**src/rtl/fundamental_from_projection_pair_macros.svh**
```systemverilog
// Assertion helpers for the fundamental_from_projection_pair module.
// Each macro expects aclk and aresetn to be visible in the using module.
`ifndef FUNDAMENTAL_FROM_PROJECTION_PAIR_MACROS_SVH
`define FUNDAMENTAL_FROM_PROJECTION_PAIR_MACROS_SVH

// Same-cycle implication
`define FPP_ASSERT_NOW(label, ante, cons, msg) \
    label: assert property (@(posedge aclk) disable iff (!aresetn) \
        (ante) |-> (cons)) else $error(msg);

// Next-cycle implication
`define FPP_ASSERT_NEXT(label, ante, cons, msg) \
    label: assert property (@(posedge aclk) disable iff (!aresetn) \
        (ante) |=> (cons)) else $error(msg);

`endif

```
**src/rtl/fpp_pkg.sv**
```systemverilog
package fpp_pkg;

    // Element and arithmetic widths
    localparam int ELEMENT_BITS       = 14;
    localparam int ELEMENT_FIELD_BITS = 14;
    localparam int MINOR_BITS         = 2 * ELEMENT_BITS + 1;
    localparam int PROD_BITS          = 2 * MINOR_BITS;
    localparam int DET_BITS           = 58;

    // Store layout: first matrix in 0..11, second in 12..23
    localparam int MAT_ELEMS   = 12;
    localparam int STORE_DEPTH = 2 * MAT_ELEMS;
    localparam int ADDR_BITS   = $clog2(STORE_DEPTH);

    // Stream widths
    localparam int IN_DATA_BITS  = 24;
    localparam int OUT_DATA_BITS = 64;

    // Terms of the Laplace expansion and steps within one term
    localparam int NUM_TERMS  = 6;
    localparam int TERM_BITS  = $clog2(NUM_TERMS);
    localparam int LAST_STEP  = 4;
    localparam int STEP_BITS  = $clog2(LAST_STEP + 1);

    // Row rotation tables
    localparam logic [1:0] NEXT_ROW_A [0:2] = '{2'd1, 2'd2, 2'd0};
    localparam logic [1:0] NEXT_ROW_B [0:2] = '{2'd2, 2'd0, 2'd1};

    // Column pairs of the top minor, of the complementary bottom minor, and sign
    localparam logic [1:0] TOP_COL_I [0:NUM_TERMS-1] = '{2'd0, 2'd0, 2'd0, 2'd1, 2'd1, 2'd2};
    localparam logic [1:0] TOP_COL_J [0:NUM_TERMS-1] = '{2'd1, 2'd2, 2'd3, 2'd2, 2'd3, 2'd3};
    localparam logic [1:0] BOT_COL_I [0:NUM_TERMS-1] = '{2'd2, 2'd1, 2'd1, 2'd0, 2'd0, 2'd0};
    localparam logic [1:0] BOT_COL_J [0:NUM_TERMS-1] = '{2'd3, 2'd3, 2'd2, 2'd3, 2'd2, 2'd1};
    localparam logic       TERM_NEG  [0:NUM_TERMS-1] = '{1'b0, 1'b1, 1'b0, 1'b0, 1'b1, 1'b0};

    typedef enum logic [2:0] {
        ST_IDLE,
        ST_LOAD_A,
        ST_LOAD_B,
        ST_MUL,
        ST_UPD,
        ST_EMIT
    } state_t;

    typedef enum logic [2:0] {
        OP_S_SET,
        OP_S_SUB,
        OP_C_SET,
        OP_C_SUB,
        OP_D_SET,
        OP_D_ADD,
        OP_D_SUB
    } upd_op_t;

    typedef struct packed {
        logic    load_a;
        logic    load_b;
        logic    from_minors;
        logic    mul_en;
        logic    upd_en;
        upd_op_t upd_op;
    } det_ctrl_t;

endpackage

```
**src/rtl/fpp_det_unit.sv**
```systemverilog
module fpp_det_unit (
    input  logic                                      aclk,
    input  fpp_pkg::det_ctrl_t                        ctrl,
    input  logic signed [fpp_pkg::ELEMENT_BITS-1:0]   elem,
    output logic signed [fpp_pkg::DET_BITS-1:0]       det
);
    import fpp_pkg::*;

    logic signed [MINOR_BITS-1:0] op_a_reg;
    logic signed [MINOR_BITS-1:0] op_b_reg;
    logic signed [PROD_BITS-1:0]  prod_reg;
    logic signed [PROD_BITS-1:0]  prod_next;
    logic signed [MINOR_BITS-1:0] minor_s_reg;
    logic signed [MINOR_BITS-1:0] minor_c_reg;
    logic signed [DET_BITS-1:0]   det_reg;
    logic signed [MINOR_BITS-1:0] elem_ext;
    logic signed [MINOR_BITS-1:0] prod_short;
    logic signed [DET_BITS-1:0]   prod_long;

    assign elem_ext   = MINOR_BITS'(elem);
    assign prod_next  = op_a_reg * op_b_reg;
    assign prod_short = prod_reg[MINOR_BITS-1:0];
    assign prod_long  = DET_BITS'(prod_reg);

    // Operand capture: store elements for minors, minors for the final product
    always_ff @(posedge aclk) begin
        if (ctrl.load_a) begin
            op_a_reg <= ctrl.from_minors ? minor_s_reg : elem_ext;
        end
        if (ctrl.load_b) begin
            op_b_reg <= ctrl.from_minors ? minor_c_reg : elem_ext;
        end
        if (ctrl.mul_en) begin
            prod_reg <= prod_next;
        end
    end

    // Shared set / accumulate / subtract stage
    always_ff @(posedge aclk) begin
        if (ctrl.upd_en) begin
            case (ctrl.upd_op)
                OP_S_SET: minor_s_reg <= prod_short;
                OP_S_SUB: minor_s_reg <= minor_s_reg - prod_short;
                OP_C_SET: minor_c_reg <= prod_short;
                OP_C_SUB: minor_c_reg <= minor_c_reg - prod_short;
                OP_D_SET: det_reg     <= prod_long;
                OP_D_ADD: det_reg     <= det_reg + prod_long;
                OP_D_SUB: det_reg     <= det_reg - prod_long;
                default:  det_reg     <= det_reg;
            endcase
        end
    end

    assign det = det_reg;

endmodule

```
**src/rtl/fundamental_from_projection_pair.sv**
```systemverilog
// Fundamental matrix from two 3x4 camera projection matrices.
// Input stream (s_): one matrix element per transaction. s_tuser selects the
// matrix (0 first, 1 second), s_tdata carries row, column and a signed Q2.12
// element. s_tlast asks for the nine fundamental matrix entries after the
// element is stored. An element with row three is not stored.
// Output stream (m_): one entry per transaction in row-major order, with
// row, column and the exact 58-bit determinant (48 fractional bits);
// m_tlast marks the ninth entry.
// Sequencing: a load transaction is taken while the sequencer is idle. A
// compute transaction runs 6 terms x 5 multiply steps per entry, each step
// passing LOAD_A, LOAD_B, MUL and UPD through one shared 29x29 multiplier,
// then EMIT hands the entry to the output register. s_tready is low for the
// whole run. A stalled receiver holds the sequencer in its EMIT state;
// the last entry may wait in the output register while new loads are taken.
// Reset clears both matrices to zero and empties the output register.
module fundamental_from_projection_pair (
    input  logic                                 aclk,
    input  logic                                 aresetn,
    input  logic                                 s_tvalid,
    output logic                                 s_tready,
    // [1:0] row_index, [3:2] column_index, [17:4] element_value, [23:18] zero
    input  logic [fpp_pkg::IN_DATA_BITS-1:0]     s_tdata,
    // [0] matrix_select
    input  logic                                 s_tuser,
    input  logic                                 s_tlast,
    output logic                                 m_tvalid,
    input  logic                                 m_tready,
    // [1:0] result_row, [3:2] result_column, [61:4] determinant_value,
    // [63:62] zero
    output logic [fpp_pkg::OUT_DATA_BITS-1:0]    m_tdata,
    output logic                                 m_tlast
);
    import fpp_pkg::*;
    `include "fundamental_from_projection_pair_macros.svh"

    localparam int OUT_PAD = OUT_DATA_BITS - (4 + DET_BITS);

    state_t                         state_reg, state_next;
    logic [STEP_BITS-1:0]           step_reg, step_next;
    logic [TERM_BITS-1:0]           term_reg, term_next;
    logic [1:0]                     res_r_reg, res_r_next;
    logic [1:0]                     res_c_reg, res_c_next;
    logic signed [ELEMENT_BITS-1:0] store_reg [STORE_DEPTH];

    logic                           out_valid_reg;
    logic [1:0]                     out_row_reg;
    logic [1:0]                     out_col_reg;
    logic signed [DET_BITS-1:0]     out_det_reg;
    logic                           out_last_reg;

    det_ctrl_t                      ctrl;
    logic signed [DET_BITS-1:0]     det;
    logic signed [ELEMENT_BITS-1:0] rd_elem;

    logic                           in_accept;
    logic                           out_free;
    logic                           res_last;
    logic [1:0]                     in_row;
    logic [1:0]                     in_col;
    logic [ADDR_BITS-1:0]           wr_addr;

    logic                           is_b;
    logic                           top_side;
    logic [1:0]                     col_i;
    logic [1:0]                     col_j;
    logic [1:0]                     rd_row;
    logic [1:0]                     rd_col;
    logic                           rd_sel;
    logic [ADDR_BITS-1:0]           rd_addr;

    assign in_accept = s_tvalid && s_tready;
    assign out_free  = !out_valid_reg || m_tready;
    assign res_last  = (res_r_reg == 2'd2) && (res_c_reg == 2'd2);
    assign in_row    = s_tdata[1:0];
    assign in_col    = s_tdata[3:2];
    assign wr_addr   = (s_tuser ? ADDR_BITS'(MAT_ELEMS) : '0) + ADDR_BITS'({in_row, in_col});

    // Element store, zero after reset
    always_ff @(posedge aclk) begin
        if (!aresetn) begin
            for (int k = 0; k < STORE_DEPTH; k++) begin
                store_reg[k] <= '0;
            end
        end else if (in_accept && (in_row != 2'd3)) begin
            store_reg[wr_addr] <= s_tdata[4 +: ELEMENT_BITS];
        end
    end

    // Operand address: top rows from the second matrix, bottom rows from the first
    always_comb begin
        is_b     = (state_reg == ST_LOAD_B);
        top_side = (step_reg < STEP_BITS'(2));
        col_i    = top_side ? TOP_COL_I[term_reg] : BOT_COL_I[term_reg];
        col_j    = top_side ? TOP_COL_J[term_reg] : BOT_COL_J[term_reg];
        if (top_side) begin
            rd_row = is_b ? NEXT_ROW_B[res_c_reg] : NEXT_ROW_A[res_c_reg];
        end else begin
            rd_row = is_b ? NEXT_ROW_B[res_r_reg] : NEXT_ROW_A[res_r_reg];
        end
        rd_col  = (is_b ^ step_reg[0]) ? col_j : col_i;
        rd_sel  = top_side;
        rd_addr = (rd_sel ? ADDR_BITS'(MAT_ELEMS) : '0) + ADDR_BITS'({rd_row, rd_col});
    end

    assign rd_elem = store_reg[rd_addr];

    // Next state and counters
    always_comb begin
        state_next = state_reg;
        step_next  = step_reg;
        term_next  = term_reg;
        res_r_next = res_r_reg;
        res_c_next = res_c_reg;
        case (state_reg)
            ST_IDLE: begin
                if (in_accept && s_tlast) begin
                    state_next = ST_LOAD_A;
                    step_next  = '0;
                    term_next  = '0;
                    res_r_next = '0;
                    res_c_next = '0;
                end
            end
            ST_LOAD_A: state_next = ST_LOAD_B;
            ST_LOAD_B: state_next = ST_MUL;
            ST_MUL:    state_next = ST_UPD;
            ST_UPD: begin
                if (step_reg != STEP_BITS'(LAST_STEP)) begin
                    step_next  = step_reg + 1'b1;
                    state_next = ST_LOAD_A;
                end else begin
                    step_next = '0;
                    if (term_reg != TERM_BITS'(NUM_TERMS - 1)) begin
                        term_next  = term_reg + 1'b1;
                        state_next = ST_LOAD_A;
                    end else begin
                        term_next  = '0;
                        state_next = ST_EMIT;
                    end
                end
            end
            ST_EMIT: begin
                if (out_free) begin
                    if (res_last) begin
                        state_next = ST_IDLE;
                    end else begin
                        state_next = ST_LOAD_A;
                        if (res_c_reg == 2'd2) begin
                            res_c_next = '0;
                            res_r_next = res_r_reg + 1'b1;
                        end else begin
                            res_c_next = res_c_reg + 1'b1;
                        end
                    end
                end
            end
            default: state_next = ST_IDLE;
        endcase
    end

    // Sequencer outputs
    always_comb begin
        s_tready         = (state_reg == ST_IDLE);
        ctrl.load_a      = (state_reg == ST_LOAD_A);
        ctrl.load_b      = (state_reg == ST_LOAD_B);
        ctrl.from_minors = (step_reg == STEP_BITS'(LAST_STEP));
        ctrl.mul_en      = (state_reg == ST_MUL);
        ctrl.upd_en      = (state_reg == ST_UPD);
        case (step_reg)
            STEP_BITS'(0): ctrl.upd_op = OP_S_SET;
            STEP_BITS'(1): ctrl.upd_op = OP_S_SUB;
            STEP_BITS'(2): ctrl.upd_op = OP_C_SET;
            STEP_BITS'(3): ctrl.upd_op = OP_C_SUB;
            default: begin
                if (term_reg == '0) begin
                    ctrl.upd_op = OP_D_SET;
                end else begin
                    ctrl.upd_op = TERM_NEG[term_reg] ? OP_D_SUB : OP_D_ADD;
                end
            end
        endcase
    end

    // Control registers
    always_ff @(posedge aclk) begin
        if (!aresetn) begin
            state_reg     <= ST_IDLE;
            step_reg      <= '0;
            term_reg      <= '0;
            res_r_reg     <= '0;
            res_c_reg     <= '0;
            out_valid_reg <= 1'b0;
        end else begin
            state_reg <= state_next;
            step_reg  <= step_next;
            term_reg  <= term_next;
            res_r_reg <= res_r_next;
            res_c_reg <= res_c_next;
            if ((state_reg == ST_EMIT) && out_free) begin
                out_valid_reg <= 1'b1;
            end else if (m_tready) begin
                out_valid_reg <= 1'b0;
            end
        end
    end

    // Output register payload
    always_ff @(posedge aclk) begin
        if ((state_reg == ST_EMIT) && out_free) begin
            out_row_reg  <= res_r_reg;
            out_col_reg  <= res_c_reg;
            out_det_reg  <= det;
            out_last_reg <= res_last;
        end
    end

    fpp_det_unit u_det (
        .aclk (aclk),
        .ctrl (ctrl),
        .elem (rd_elem),
        .det  (det)
    );

    assign m_tvalid = out_valid_reg;
    assign m_tdata  = {OUT_PAD'(0), out_det_reg, out_col_reg, out_row_reg};
    assign m_tlast  = out_last_reg;

    `FPP_ASSERT_NOW(a_last_is_corner, out_valid_reg && out_last_reg,
        (out_row_reg == 2'd2) && (out_col_reg == 2'd2), "last entry is not (2,2)")
    `FPP_ASSERT_NOW(a_counters_in_range, 1'b1,
        (step_reg <= STEP_BITS'(LAST_STEP)) && (term_reg <= TERM_BITS'(NUM_TERMS - 1)),
        "step or term counter out of range")
    `FPP_ASSERT_NEXT(a_run_starts_clean, in_accept && s_tlast,
        (state_reg == ST_LOAD_A) && (step_reg == '0) && (term_reg == '0)
        && (res_r_reg == '0) && (res_c_reg == '0), "compute run did not start at entry (0,0)")
    `FPP_ASSERT_NEXT(a_run_ends_idle, (state_reg == ST_EMIT) && out_free && res_last,
        (state_reg == ST_IDLE) && out_valid_reg && out_last_reg,
        "ninth entry did not end the run")

endmodule
```
**config.mk**
```make
export PLATFORM = sky130hd
export DESIGN_NAME = fundamental_from_projection_pair
export DESIGN_NICKNAME = d
export VERILOG_FILES = /design/src/rtl/fpp_pkg.sv /design/src/rtl/fpp_det_unit.sv /design/src/rtl/fundamental_from_projection_pair.sv
export VERILOG_INCLUDE_DIRS = /design/src /design/src/rtl
export SDC_FILE = /design/constraint.sdc
export NUM_CORES = 2
export LEC_CHECK = 0
export BUFFER_PORTS_ARGS = -buffer_cell sky130_fd_sc_hd__buf_2
export CAP_MARGIN = 0
export CORE_MARGIN = 2
export CORE_UTILIZATION = 40
export CTS_CLUSTER_SIZE = 16
export DETAILED_ROUTE_END_ITERATION = 6
export PLACE_DENSITY = 0.6
export SLEW_MARGIN = 20
export SYNTH_ARGS = -nofsm -noshare
export SYNTH_HDL_FRONTEND = slang
export SYNTH_SLANG_ARGS = --single-unit
```
**constraint.sdc**
```tcl
create_clock -name aclk -period 8.1 [get_ports aclk]
set_input_delay 0.81 -clock aclk [delete_from_list [all_inputs] [get_ports aclk]]
set_output_delay 0.81 -clock aclk [all_outputs]
set_load 0.01 [all_outputs]
```
==> impl_metrics.ini <==
[run_status]
status = finished, final reports clean

[critical_path]
crit_arrival_ns = 8.28
worstSetupPathType = reg -> reg
r2r-end = u_det.prod_long[45]
worstPathMaxFanout = 18
cpLargestDelayFamily = adder cells
rr_startpoint = u_det.op_a_reg[9]
cp_common_cell = fa_1
worstPathRequired_ns = 8.52
path_buf_inv = 7
max_stage_delay_ns = 0.59
r2r_cells = 27
worst_path_max_delay_cell = fa_1
r2r_slack_ns = 0.24
cp-end-kind = flop
start_kind = flop

[synthesis]
yosysSeqAreaShare_pct = 32.3
synth.distinct_cells = 81
synth_area_um2 = 70000
synthArstFlopShare_pct = 0
synth.avg_cell_area_um2 = 9.99
synthFlopType = edfxtp_1
ys_seq_elements = 757
synth_enable_flop_cells = 743
synth_cells = 7007
synth_warnings = 0

[route]
detail_route.wl_per_cell_um = 20.1
viasPerCell = 5.25
dr.pass1.iters = 5
wirelength_mm = 190
drc = 0
vias = 49564
drt_iter0_markers = 4044
antenna_left = 0

[floorplanning]
die_y_um = 422
start_util_pct = 40.3
num_io_pins = 97
die_w_um = 422
fp.coreArea_um2 = 174000
row_count = 153
die-area_um2 = 178000

[global_route]
global_route.usage.met1_pct = 30.0
grtUsageTotal_pct = 21.3
use_met3_pct = 2.59
grt.overflow.total = 0
grt_max_degree = 99
gr-usage-met2_pct = 35.0
grt-busiest-layer = met2
first_global_vias = 50317
antenna_found_initial = 0
grt_first_pass_wirelength_mm = 295

[sta]
timing.final.crit_share_pct = 97.0
fin_worst_skew_ns = 0.0399
rsz0062_at_grt = yes
fmaxAchievable_ghz = 0.127
hold_violations = 0
maxSlewViolCount = 0
slew_headroom_pct = 17.6
fin_ws_ns = 0.242
final.min_clock_period_ns = 7.86
finalSetupTns_ns = 0
setup_viol = 0
worst_pin_slew_ns = 1.20

[clock_tree]
clk_latency_ns = 0.70
clk_path_buf_depth = 3
ctsHtreeMaxLevel = 3
numCtsBuffers = 78
path_clk_slew_ns = 0.06
ctsRootBufferMaster = clkbuf_16
cts_tree = yes
cts_sinks = 757

[hold_path]
hold_depth = 0
min_to = out_det_reg[21]
hp-class = reg -> reg
hold_start = u_det.det[21]

[placed_design]
place_congestion = 0.923
place_ws_ns = -0.0568
dpl.hpwl_mm = 144
dp_cells = 9293
port-buffer-count = 88

[layout]
multi_input_area_um2 = 42600
utilization_pct = 44.6
area_growth_pct = 10.6
final_layout_size_suffix_gt1_share_pct = 8.59
largest_register_ffs = 448
fin_nets = 8289
stdcell_count = 9443
register_area_um2 = 22600
n_fill_cell = 16481

[run]
cap_violations = 0
==> synthesized netlist by cell type, types with 25 or more instances <==
cell type,n,share of area [%]
nand3_1,233,1.7
o211ai_1,25,0.27
nand2_1,987,5.3
nand4_1,43,0.38
ha_1,299,5.3
a21oi_1,257,1.8
edfxtp_1,743,32
xnor2_1,125,1.6
nand2b_1,34,0.30
fa_1,905,26
clkbuf_1,337,1.8
o21a_1,30,0.32
o31ai_1,31,0.33
nor3_1,42,0.30
a21o_1,80,0.86
nor2b_1,33,0.29
o21ai_0,231,1.7
buf_2,30,0.21
and2_1,810,7.2
xor2_1,88,1.1
inv_1,990,5.3
nor2_1,284,1.5
nor4_1,26,0.23
==> cells by family after synthesis <==
family                     count (synthesis)  synth area share [%]
and+or+nand+nor                         2594                  18.3
buffers and inverters                   1387                  7.53
adders and majority gates               1204                  31.2
AOI/OAI and AO/OA                        821                  7.22
DFF                                      757                  32.3
xor gates and xnor gates                 214                  2.70
muxes                                     29                 0.708
other                                      1               0.00536
==> cells in the final DEF, fill, tap and decap left out, types with 78 or more instances in the layout <==
master	count
inv_1	984
nand2_1	981
fa_1	890
and2_1	809
edfxtp_1	743
ha_1	288
nor2_1	280
a21oi_1	250
nand3_1	230
buf_4	219
o21ai_0	197
xnor2_1	125
xor2_1	88
buf_2	88
a21o_1	79
clkbuf_16	78
==> metal layers <==
layer / vias up / wire length, µm
li1: 22639 / -
met5: - / 0
met2: 1383 / 91000
met3: 229 / 10600
met1: 25313 / 83300
met4: 0 / 4700
==> how the worst max path moves through the flow <==
stage | start | to | slack (ns) | cells after the start
final | u_det.op_a_reg[9] | u_det.prod_long[45] | 0.24 | 27
after global routing | u_det.op_a_reg[7] | u_det.prod_long[54] | -0.02 | 28
after CTS | u_det.op_b_reg[2] | u_det.prod_long[54] | 0.02 | 29
after detailed placement | u_det.op_b_reg[2] | u_det.prod_long[54] | -0.06 | 29
after global placement | u_det.op_b_reg[2] | u_det.prod_long[55] | -0.01 | 30
after floorplan | u_det.op_a_reg[28] | u_det.prod_long[53] | 0.02 | 30
==> final cells by class <==
cell class / instances / share of cell area (%)
multi-input cells: 4864 / 55.0
flip-flops and latches: 757 / 29.2
inverters: 990 / 4.80
repair buffers: 364 / 3.96
well taps: 2325 / 3.75
clock buffers: 95 / 2.65
clock inverters: 44 / 0.654
diodes: 4 / 0.0129
==> metrics by stage <==
step	area [µm²]	hold WS, ns
CTS	77000	0.460
floorplan	70000	0.426
global placement	74400	0.453
detailed placement	74400	0.444
finish	77500	0.458
global route	77500	0.465
==> what timing repair did <==
action,in CTS,in global routing
hold buffers,0,0
endpoints found under the setup margin,7,23
pin swaps,4,41
buffers inserted,0,8
endpoints found under the hold margin,0,0
gates resized for setup,6,99
Power is left out: the tool's default activity adds up to more than one toggle a clock period on the data nets, which glitch-free logic cannot reach.
